<file path="src/hdl/lpg_pkg.sv">
// Shared types and constants for the line point generator.
`timescale 1ns / 1ps
`default_nettype none

package lpg_pkg;

    localparam int unsigned POS_WIDTH   = 10;
    localparam int unsigned COLOR_WIDTH = 16;

    // Command codes carried in the func field.
    localparam logic FUNC_LOAD = 1'b0;
    localparam logic FUNC_NEXT = 1'b1;

    // Axis step directions.
    localparam logic [1:0] DIR_NONE  = 2'b00;
    localparam logic [1:0] DIR_PLUS  = 2'b01;
    localparam logic [1:0] DIR_MINUS = 2'b11;

    typedef struct packed {
        logic                   func;
        logic [POS_WIDTH-1:0]   x_start;
        logic [POS_WIDTH-1:0]   y_start;
        logic [POS_WIDTH-1:0]   x_finish;
        logic [POS_WIDTH-1:0]   y_finish;
        logic [COLOR_WIDTH-1:0] pixel_color;
    } t_in_item;

    typedef struct packed {
        logic [POS_WIDTH-1:0]   point_x;
        logic [POS_WIDTH-1:0]   point_y;
        logic [COLOR_WIDTH-1:0] point_color;
        logic                   point_valid;
        logic                   line_last;
    } t_out_item;

    // Handshake between the stepping core and the stages around it.
    typedef struct packed {
        logic take;
        logic emit;
    } t_step_ctl;

endpackage

`default_nettype wire

</file>
<file path="src/hdl/lpg_in_reg.sv">
// Input register stage holding one accepted item for the stepping core.
`timescale 1ns / 1ps
`default_nettype none

module lpg_in_reg (
    input  wire logic              i_clk,
    input  wire logic              i_rst_n,
    input  wire logic              i_in_valid,
    output logic                   o_in_ready,
    input  wire lpg_pkg::t_in_item i_in_item,
    input  wire lpg_pkg::t_step_ctl i_ctl,
    output logic                   o_valid,
    output lpg_pkg::t_in_item      o_item
);

    logic              r_valid;
    logic              n_valid;
    lpg_pkg::t_in_item r_item;

    // The register is free when empty or when the core drains it this cycle.
    assign o_in_ready = !r_valid || i_ctl.take;
    assign n_valid    = (i_in_valid && o_in_ready) || (r_valid && !i_ctl.take);

    always_ff @(posedge i_clk) begin
        if (!i_rst_n) begin
            r_valid <= 1'b0;
        end else begin
            r_valid <= n_valid;
        end
    end

    always_ff @(posedge i_clk) begin
        if (i_in_valid && o_in_ready) begin
            r_item <= i_in_item;
        end
    end

    assign o_valid = r_valid;
    assign o_item  = r_item;

endmodule

`default_nettype wire

</file>
<file path="src/hdl/lpg_core.sv">
// Line state registers and the Bresenham step logic.
`timescale 1ns / 1ps
`default_nettype none

module lpg_core #(
    parameter int unsigned COORD_WIDTH = 10
) (
    input  wire logic               i_clk,
    input  wire logic               i_rst_n,
    input  wire logic               i_valid,
    input  wire lpg_pkg::t_in_item  i_item,
    input  wire logic               i_out_free,
    output lpg_pkg::t_step_ctl      o_ctl,
    output lpg_pkg::t_out_item      o_result
);

    localparam int unsigned CW = COORD_WIDTH;
    localparam int unsigned PW = lpg_pkg::POS_WIDTH;

    logic [CW-1:0]                   r_cur_col, r_cur_row;
    logic [CW:0]                     r_err_col, r_err_row;
    logic [CW-1:0]                   r_abs_dcol, r_abs_drow;
    logic [1:0]                      r_dir_col, r_dir_row;
    logic [CW-1:0]                   r_major_dist;
    logic [CW:0]                     r_points_left;
    logic                            r_line_active;
    logic [lpg_pkg::COLOR_WIDTH-1:0] r_line_color;

    logic [CW-1:0]                   n_cur_col, n_cur_row;
    logic [CW:0]                     n_err_col, n_err_row;
    logic [CW-1:0]                   n_abs_dcol, n_abs_drow;
    logic [1:0]                      n_dir_col, n_dir_row;
    logic [CW-1:0]                   n_major_dist;
    logic [CW:0]                     n_points_left;
    logic                            n_line_active;
    logic [lpg_pkg::COLOR_WIDTH-1:0] n_line_color;

    logic          is_load;
    logic          take;
    logic [CW-1:0] xs, ys, xf, yf;
    logic [CW:0]   pl_dec;
    logic [2*CW:0] adv_col, adv_row;

    function automatic logic [CW+1:0] f_axis(input logic [CW-1:0] from,
                                             input logic [CW-1:0] to);
        logic [1:0]    dir;
        logic [CW-1:0] mag;
        if (to > from) begin
            dir = lpg_pkg::DIR_PLUS;
            mag = to - from;
        end else if (to == from) begin
            dir = lpg_pkg::DIR_NONE;
            mag = '0;
        end else begin
            dir = lpg_pkg::DIR_MINUS;
            mag = from - to;
        end
        return {dir, mag};
    endfunction

    // Adds the delta to the error sum and steps the axis once it passes the distance.
    function automatic logic [2*CW:0] f_advance(input logic [CW-1:0] pos,
                                                input logic [CW:0]   err,
                                                input logic [CW-1:0] mag,
                                                input logic [1:0]    dir,
                                                input logic [CW-1:0] major);
        logic [CW:0]   e;
        logic [CW-1:0] p;
        e = err + {1'b0, mag};
        p = pos;
        if (e > {1'b0, major}) begin
            e = e - {1'b0, major};
            case (dir)
                lpg_pkg::DIR_PLUS:  p = pos + 1'b1;
                lpg_pkg::DIR_MINUS: p = pos - 1'b1;
                default:            p = pos;
            endcase
        end
        return {p, e};
    endfunction

    assign is_load = (i_item.func == lpg_pkg::FUNC_LOAD);
    assign take    = i_valid && (is_load || i_out_free);

    assign xs = CW'(i_item.x_start);
    assign ys = CW'(i_item.y_start);
    assign xf = CW'(i_item.x_finish);
    assign yf = CW'(i_item.y_finish);

    assign pl_dec  = r_points_left - 1'b1;
    assign adv_col = f_advance(r_cur_col, r_err_col, r_abs_dcol, r_dir_col, r_major_dist);
    assign adv_row = f_advance(r_cur_row, r_err_row, r_abs_drow, r_dir_row, r_major_dist);

    always_comb begin
        n_cur_col     = r_cur_col;
        n_cur_row     = r_cur_row;
        n_err_col     = r_err_col;
        n_err_row     = r_err_row;
        n_abs_dcol    = r_abs_dcol;
        n_abs_drow    = r_abs_drow;
        n_dir_col     = r_dir_col;
        n_dir_row     = r_dir_row;
        n_major_dist  = r_major_dist;
        n_points_left = r_points_left;
        n_line_active = r_line_active;
        n_line_color  = r_line_color;
        o_result      = '0;

        if (take && is_load) begin
            {n_dir_col, n_abs_dcol} = f_axis(xs, xf);
            {n_dir_row, n_abs_drow} = f_axis(ys, yf);
            n_major_dist  = (n_abs_dcol > n_abs_drow) ? n_abs_dcol : n_abs_drow;
            n_cur_col     = xs;
            n_cur_row     = ys;
            n_err_col     = '0;
            n_err_row     = '0;
            n_points_left = {1'b0, n_major_dist} + (CW+1)'(2);
            n_line_color  = i_item.pixel_color;
            n_line_active = 1'b1;
        end else if (take) begin
            if (!r_line_active || r_points_left == '0) begin
                n_line_active = 1'b0;
            end else begin
                o_result.point_x     = PW'(r_cur_col);
                o_result.point_y     = PW'(r_cur_row);
                o_result.point_color = r_line_color;
                o_result.point_valid = 1'b1;
                o_result.line_last   = (pl_dec == '0);
                n_points_left        = pl_dec;
                if (pl_dec == '0) begin
                    n_line_active = 1'b0;
                end
                {n_cur_col, n_err_col} = adv_col;
                {n_cur_row, n_err_row} = adv_row;
            end
        end
    end

    always_ff @(posedge i_clk) begin
        if (!i_rst_n) begin
            r_cur_col     <= '0;
            r_cur_row     <= '0;
            r_err_col     <= '0;
            r_err_row     <= '0;
            r_abs_dcol    <= '0;
            r_abs_drow    <= '0;
            r_dir_col     <= lpg_pkg::DIR_NONE;
            r_dir_row     <= lpg_pkg::DIR_NONE;
            r_major_dist  <= '0;
            r_points_left <= '0;
            r_line_active <= 1'b0;
            r_line_color  <= '0;
        end else begin
            r_cur_col     <= n_cur_col;
            r_cur_row     <= n_cur_row;
            r_err_col     <= n_err_col;
            r_err_row     <= n_err_row;
            r_abs_dcol    <= n_abs_dcol;
            r_abs_drow    <= n_abs_drow;
            r_dir_col     <= n_dir_col;
            r_dir_row     <= n_dir_row;
            r_major_dist  <= n_major_dist;
            r_points_left <= n_points_left;
            r_line_active <= n_line_active;
            r_line_color  <= n_line_color;
        end
    end

    assign o_ctl.take = take;
    assign o_ctl.emit = take && !is_load;

    // A line is active exactly while points remain to be emitted.
    a_active_count: assert property (@(posedge i_clk) disable iff (!i_rst_n)
        r_line_active == (r_points_left != '0))
        else $error("line active flag disagrees with remaining point count");

    a_err_bound: assert property (@(posedge i_clk) disable iff (!i_rst_n)
        (r_err_col <= {1'b0, r_major_dist}) && (r_err_row <= {1'b0, r_major_dist}))
        else $error("error sum exceeds the major distance");

    a_dir_zero: assert property (@(posedge i_clk) disable iff (!i_rst_n)
        ((r_abs_dcol == '0) == (r_dir_col == lpg_pkg::DIR_NONE))
        && ((r_abs_drow == '0) == (r_dir_row == lpg_pkg::DIR_NONE)))
        else $error("axis direction disagrees with its delta");

    a_load_clears: assert property (@(posedge i_clk) disable iff (!i_rst_n)
        take && is_load |=> r_err_col == '0 && r_err_row == '0 && r_line_active)
        else $error("load item did not restart the line");

endmodule

`default_nettype wire

</file>
<file path="src/hdl/lpg_out_reg.sv">
// Result register that holds one item until the consumer takes it.
`timescale 1ns / 1ps
`default_nettype none

module lpg_out_reg (
    input  wire logic               i_clk,
    input  wire logic               i_rst_n,
    input  wire lpg_pkg::t_step_ctl i_ctl,
    input  wire lpg_pkg::t_out_item i_result,
    output logic                    o_free,
    output logic                    o_out_valid,
    input  wire logic               i_out_ready,
    output lpg_pkg::t_out_item      o_out_item
);

    logic               r_valid;
    logic               n_valid;
    lpg_pkg::t_out_item r_item;

    assign o_free  = !r_valid || i_out_ready;
    assign n_valid = i_ctl.emit || (r_valid && !i_out_ready);

    always_ff @(posedge i_clk) begin
        if (!i_rst_n) begin
            r_valid <= 1'b0;
        end else begin
            r_valid <= n_valid;
        end
    end

    always_ff @(posedge i_clk) begin
        if (i_ctl.emit) begin
            r_item <= i_result;
        end
    end

    assign o_out_valid = r_valid;
    assign o_out_item  = r_item;

endmodule

`default_nettype wire

</file>
<file path="src/hdl/line_point_generator.sv">
// Top level of the line point generator: input register, stepping core, result register.
//
//  Channel  Direction  Handshake                 Payload
//  in       input      i_in_valid / o_in_ready   i_in_item  (lpg_pkg::t_in_item)
//  out      output     o_out_valid / i_out_ready o_out_item (lpg_pkg::t_out_item)
//
// One item is accepted per cycle while the input register is free; a next item goes from
// the input register through the core's step into the result register.
// A load item gives no result.
// The step itself is made of two add-and-compare pairs in the core.
// Reset is synchronous and clears the line state; no line is active afterward.
// A stalled result only holds the input register when it carries a next item.
`timescale 1ns / 1ps
`default_nettype none

module line_point_generator #(
    parameter int unsigned COORD_WIDTH = 10
) (
    input  wire logic              i_clk,
    input  wire logic              i_rst_n,
    input  wire logic              i_in_valid,
    output logic                   o_in_ready,
    input  wire lpg_pkg::t_in_item i_in_item,
    output logic                   o_out_valid,
    input  wire logic              i_out_ready,
    output lpg_pkg::t_out_item     o_out_item
);

    logic               item_valid;
    lpg_pkg::t_in_item  item;
    lpg_pkg::t_step_ctl ctl;
    lpg_pkg::t_out_item result;
    logic               out_free;

    lpg_in_reg u_in_reg (
        .i_clk      (i_clk),
        .i_rst_n    (i_rst_n),
        .i_in_valid (i_in_valid),
        .o_in_ready (o_in_ready),
        .i_in_item  (i_in_item),
        .i_ctl      (ctl),
        .o_valid    (item_valid),
        .o_item     (item)
    );

    lpg_core #(
        .COORD_WIDTH (COORD_WIDTH)
    ) u_core (
        .i_clk      (i_clk),
        .i_rst_n    (i_rst_n),
        .i_valid    (item_valid),
        .i_item     (item),
        .i_out_free (out_free),
        .o_ctl      (ctl),
        .o_result   (result)
    );

    lpg_out_reg u_out_reg (
        .i_clk       (i_clk),
        .i_rst_n     (i_rst_n),
        .i_ctl       (ctl),
        .i_result    (result),
        .o_free      (out_free),
        .o_out_valid (o_out_valid),
        .i_out_ready (i_out_ready),
        .o_out_item  (o_out_item)
    );

endmodule

`default_nettype wire
</file>
<file path="config.mk">
export PLATFORM = sky130hd
export DESIGN_NAME = line_point_generator
export DESIGN_NICKNAME = d
export VERILOG_FILES = /design/src/hdl/lpg_pkg.sv /design/src/hdl/lpg_in_reg.sv /design/src/hdl/lpg_core.sv /design/src/hdl/lpg_out_reg.sv /design/src/hdl/line_point_generator.sv
export SDC_FILE = /design/constraint.sdc
export NUM_CORES = 1
export LEC_CHECK = 0
export ABC_CLOCK_PERIOD_IN_PS = 7100
export BUFFER_PORTS_ARGS = -buffer_cell sky130_fd_sc_hd__buf_2
export CAP_MARGIN = 40
export CORE_MARGIN = 3
export CORE_UTILIZATION = 35
export CTS_BUF_LIST = sky130_fd_sc_hd__clkbuf_8
export CTS_CLUSTER_DIAMETER = 100
export CTS_CLUSTER_SIZE = 8
export DETAILED_ROUTE_END_ITERATION = 10
export HOLD_SLACK_MARGIN = 0.02
export PLACE_DENSITY = 0.57
export SETUP_SLACK_MARGIN = 0.15
export SYNTH_ARGS = -nofsm -noshare
export SYNTH_HDL_FRONTEND = slang
export SYNTH_HIERARCHICAL = 1
export SYNTH_SLANG_ARGS = --single-unit
</file>
<file path="constraint.sdc">
create_clock -name i_clk -period 7.1 [get_ports i_clk]
set_clock_uncertainty 0.15 [all_clocks]
set_input_delay 1.775 -clock i_clk [delete_from_list [all_inputs] [get_ports i_clk]]
set_output_delay 1.775 -clock i_clk [all_outputs]
set_load 0.005 [all_outputs]
</file>
Yosys cells after proc, flatten, opt, wreduce, memory -nomap -nowiden
Index checks and enable logic that the tools add are counted.
{ "totals": {"out_inout_bits": 40, "elab_cells": 119, "reg_bits": 201} }
{ "classes": {"n_bitwise": 4, "n_addsub": 14, "n_eq_ne": 7, "order_cmp": 5, "muxes": 31, "reduce_logical": 33} }
{ "ops": {"columns": ["cell", "count"], "rows": [
  ["10-bit two-way mux", 15],
  ["11-bit two-way mux", 5],
  ["10-bit case mux with 2 select lines", 2],
  ["10-bit subtractor", 4],
  ["10-bit > comparator", 3],
  ["11-bit by 10-bit adder with 11-bit output", 2],
  ["11-bit by 10-bit > comparator with 1-bit output", 2],
  ["11-bit logical NOT", 2],
  ["11-bit by 10-bit subtractor with 11-bit output", 2],
  ["10-bit by 1-bit adder with 10-bit output (second input constant)", 2],
  ["10-bit equality test", 2],
  ["10-bit by 1-bit subtractor with 10-bit output (second input constant)", 2],
  ["10-bit by 2-bit adder with 11-bit output (second input constant)", 1],
  ["11-bit by 1-bit subtractor with 11-bit output (second input constant)", 1],
  ["2-bit two-way mux", 5],
  ["3-bit nonzero test", 3],
  ["4-bit AND reduction", 2],
  ["1-bit logical AND", 6],
  ["1-bit logical OR", 6],
  ["2-bit AND reduction", 3],
  ["2-bit nonzero test", 3],
  ["1-bit logical NOT", 5],
  ["2-bit by 1-bit equality test with 1-bit output (second input constant)", 2],
  ["2-bit equality test (second input constant)", 2],
  ["other kinds (5)", 12]
]} }

Longest topological paths before layout
{ "logic_depth": {"ltp_word": 10, "depth_mapped": 25, "ltp_nobuf": 23} }

Cells and area by module
Netlist, hierarchy kept.
{ "modules_own_cells": {"columns": ["module", "area_per_inst_um2", "n_inst", "seq_area_each_um2", "cells_per_inst"], "rows": [
  ["lpg_core", 9475.3, 1, 2082.0, 1225],
  ["lpg_in_reg", 1769.2, 1, 1731.7, 62],
  ["lpg_out_reg", 1189.9, 1, 1161.1, 42]
]} }

Least setup slack after synthesis
No wires, ideal clock.
{ "synth_path": {"path_type": "register to register", "startpoint": "reg u_in_reg.r_item (netlist bit u_in_reg/o_item[16])", "endpoint": "reg u_core.r_points_left[9]", "setup_slack_ns": 1.528, "synth_period_minus_slack_ns": 5.572, "path_stages_with_launch": 23, "n_path_buf": 0, "required_ns": 6.892, "arrival_time_ns": 5.364, "cell_sequence": "edfxtp_1 inv_1 ha_1 inv_1 fa_1 a21o_1 a221oi_2 o211a_4 mux2_2 a221oi_2 a41oi_1 and2_1 ha_1 a21o_1 a21o_1 a21o_1 a211oi_1 a21oi_4 o21ai_2 nand2_8 mux2_2 or4_1 nand2_1"} }
{ "synth_between": {"elab_chain_len": 8, "word_cells_on_any_way": 11, "classes_between": "3 x add/sub; 2 x order compare; 1 x eq/ne; 5 x mux"} }
{ "synth_lines": {"columns": ["element", "line_no", "text"], "rows": [
  ["start, declared", "lpg_in_reg.sv:18", "lpg_pkg::t_in_item r_item;"],
  ["start signal, assigned", "lpg_in_reg.sv:34", "r_item <= i_in_item;"],
  ["10-bit subtractor / 10-bit equality test (equally long branches)", "lpg_core.sv:56, lpg_core.sv:51", null],
  ["10-bit two-way mux", "lpg_core.sv:51", "end else if (to == from) begin"],
  ["10-bit two-way mux *", "lpg_core.sv:48", "if (to > from) begin"],
  ["10-bit two-way mux *", "lpg_core.sv:109", "if (take && is_load) begin"],
  ["10-bit > comparator", "lpg_core.sv:112", "n_major_dist = (n_abs_dcol > n_abs_drow) ? n_abs_dcol : n_abs_drow;"],
  ["10-bit two-way mux *", "lpg_core.sv:112", null],
  ["10-bit by 2-bit adder with 11-bit output *", "lpg_core.sv:117", "n_points_left = {1'b0, n_major_dist} + (CW+1)'(2);"],
  ["11-bit two-way mux *", "lpg_core.sv:109", null],
  ["end signal, assigned", "lpg_core.sv:163", "r_points_left <= n_points_left;"],
  ["end, declared", "lpg_core.sv:25", "logic [CW:0] r_points_left;"]
]} }
Mark *: on every way between the ends. The rest lies on a longest branch, timed or not. The select of a mux whose other input is x is not followed.
A chain may end at the register's enable or synchronous reset.

Worst setup path after layout
Ends and elaborated chain as after synthesis.

==> results_dict.tcl <==
set metrics [dict create \
    hpwl_um 23000 \
    syn_area_um2 12400 \
    cts_buffers 29 \
    period_needed_ps 6240 \
    clock-sinks 201 \
    synthCells 1329 \
    clock.fmax_ghz 0.160 \
    maxSlewHeadroom_pct 45.1 \
    grt-ovfl-total 0 \
    cp.required_ps 7490 \
    reg2regPathDepth 22 \
    min_path_cells 2 \
    holdPathEnd "u_core/r_line_color[3]" \
    worstHoldStart "u_core/r_line_color[3]" \
    p_leak_nw 6.09 \
    hp-class "register to register" \
    nFillCells 3492 \
    io_buffers 100 \
    die_y_um 194 \
    area.growth.synth_to_final_pct 11.7 \
    setup_viol 0 \
    rows 68 \
    grt_max_degree 78 \
    die_w_um 194 \
    outcome "finished clean" \
    worstPathArrival_ps 6640 \
    setup-tns-final_ps 0 \
    fin_util_pct 39.9 \
    hold_violations 0 \
    drtAntennaViolNets 0 \
    synth_edf_count 95 \
    crit_path_end_kind "register" \
    drt-total-wl_um 31300 \
    ys.flop_type "dfxtp_1" \
    holdBufCountCts 0 \
    diodes 0 \
    num_vias 9659 \
    drt-pass1-iter-count 5 \
    gp_congestion 0.868 \
    drt_iter0_markers 654 \
    initial_utilization_pct 35.7 \
    yosys-top-cells-area "edfxtp_1 23%, dfxtp_1 17%, ha_1 11%" \
    grt.total_usage_pct 16.2 \
    worstMarginPinSlew_ps 824 \
    yosysTopAreaCellShare_pct 22.9 \
    cap_violations 0 \
    dieArea_um2 37800 \
    synth_top_area_cell "edfxtp_1" \
    powerDensity_nw_per_um2 234 \
    ys_ff_latch 201 \
    yosysWarnings 6 \
    finalCritPeriodShare_pct 87.9 \
    r2r_setup_slack_ps 860 \
    yosysSeqAreaShare_pct 40.0 \
    synth_fp_nets 1505 \
    antenna_found_initial 0 \
    r2r_start "u_in_reg/o_item[16]" \
    synth_cell_types 86 \
    wl_per_cell_um 16.6 \
    ctsResizeCount 0 \
    cts_tree "yes" \
    clockBufferDepth 3 \
    postCtsSetupRepairBufs 0 \
    worst_setup_path_start_kind "register" \
    dp.cells 1836 \
    htreeDepth 1 \
    layout-drive-gt1-share_pct 12.9 \
    viasPerCell 5.12 \
    ioPinCount 101 \
    coreArea_um2 34800 \
    async_flop_share_pct 0 \
    reg2reg_to "u_core/r_points_left[9]" \
    cts_root_buf "clkbuf_8" \
    first_global_vias 9489 \
    maxSlewViolCount 0 \
    syn-mean-instance-area_um2 9.36 \
    path_max_fanout 18 \
    post-route-drc-count 0 \
    irDropWorstVdd_v 0.000150 \
    grt_pass1_wl_um 50400 \
    clkLatencyLatePin_ps 600 \
    final_nets 1588 \
    final_cell_count_no_fill 1885 \
    power_mw 3.26 \
    rsz0062_at_grt "no" \
    worstSetupPathType "register to register" \
    cts.clk_slew.worst_paths_ps 70 \
]
## worst max-delay path: stages (launching register included)
cell and delay, ps:
edfxtp_1 390, inv_1 70, ha_1 160, inv_1 60, fa_1 370, a21o_1 200
a221oi_2 360, o211a_4 360, mux2_2 390, a221oi_2 360, a41oi_1 210, and2_1 230
ha_1 320, a21o_1 180, a21o_1 170, a21o_1 200, a211oi_1 370, a21oi_4 180
o21ai_2 390, nand2_8 170, mux2_2 350, or4_1 500, nand2_1 70
## power by group
part | leakage [nW] | total (mW) | internal [mW] | switching [mW]
Combinational | 4.03 | 1.09 | 0.434 | 0.652
Sequential | 1.75 | 1.34 | 1.29 | 0.0512
Clock | 0.315 | 0.832 | 0.379 | 0.454
## sequential cells by signal, indices dropped and copies added (netlist names)
name	flops
u_core/r_dir_row	2
u_core/r_dir_col	2
u_core/r_major_dist	10
u_core/r_cur_col	10
u_core/r_line_color	16
u_in_reg/o_valid	1
u_in_reg/o_item	57
u_core/r_err_row	11
u_core/r_abs_dcol	10
u_core/r_cur_row	10
u_out_reg/o_out_item	38
u_core/r_points_left	11
u_core/r_abs_drow	10
u_out_reg/o_out_valid	1
u_core/r_line_active	1
u_core/r_err_col	11
## area by class of cell
type / instances / area (um^2) / area share (%)
multi-input cells: 958 / 6820 / 49.1
flip-flops and latches: 201 / 4970 / 35.8
repair buffers: 113 / 631 / 4.54
well taps: 455 / 569 / 4.10
inverters: 109 / 409 / 2.95
clock buffers: 29 / 399 / 2.87
clock inverters: 20 / 87.6 / 0.631
## worst max-delay path by stage
stage                              endpoint           startpoint  slack (ps)  cells after the start
detailed placement  u_core/r_points_left[9]  u_in_reg/o_item[16]         900                     22
finish              u_core/r_points_left[9]  u_in_reg/o_item[16]         860                     22
floorplan           u_core/r_points_left[9]  u_in_reg/o_item[16]        1530                     22
CTS                 u_core/r_points_left[9]  u_in_reg/o_item[16]         920                     22
global placement    u_core/r_points_left[9]  u_in_reg/o_item[16]        1020                     22
global route        u_core/r_points_left[9]  u_in_reg/o_item[16]         520                     22
## per-stage QoR
step / area (um^2) / hold WS [ps] / setup WS (ps)
5_1_grt: 13900 / 338 / 521
2_1_floorplan: 12400 / 289 / 1530
3_5_place_dp: 13400 / 305 / 896
6_report: 13900 / 311 / 856
3_3_place_gp: 13400 / 297 / 1020
4_1_cts: 13900 / 315 / 923
## cell usage after synthesis, types with 4 or more instances
master,count
nand3_1,27
a21oi_1,116
dfxtp_1,106
nor3_1,11
clkbuf_1,48
o21a_1,9
o31a_1,5
mux2i_1,31
inv_1,109
a21boi_0,32
fa_1,10
xnor2_1,47
and2_1,13
a21o_1,27
nor2b_1,20
nand2_1,132
buf_1,5
nand2b_1,10
o211ai_1,10
o211a_1,8
edfxtp_1,95
nor3b_1,12
mux2_2,5
nor2_1,72
o21bai_1,22
or3_1,4
xor2_1,10
o21ai_0,75
and3_1,44
nand4_1,9
o31ai_1,5
a31oi_1,7
buf_2,4
ha_1,105
a211oi_1,5
a222oi_1,6
## routing by layer
layer  part of all wire (%)  GRT usage, %
met1                     47          21.7
met2                     45          26.5
met3                    4.1          2.24
met4                    4.0          6.46
met5                      0             0
## placed cells by master, fill, tap and decap left out, drive strengths merged, types with 33 or more instances in the layout
cell type    n
nand2      133
inv        128
a21oi      118
buf        113
dfxtp      106
ha         105
edfxtp      95
o21ai       79
nor2        73
xnor2       47
and3        45
a21boi      35
mux2i       33
## logic make-up (layout without fill, tap and decap cells)
group	after synthesis	count (layout)	synth area share (%)
simple gates	375	375	15.1
flops	201	201	40.0
xor+xnor	57	57	4.01
mux	39	39	3.33
fa+ha+maj	115	115	12.2
compound gates	372	372	20.0
buf+inv	170	271	5.38
No activity file was read; power rests on OpenSTA's default activity.
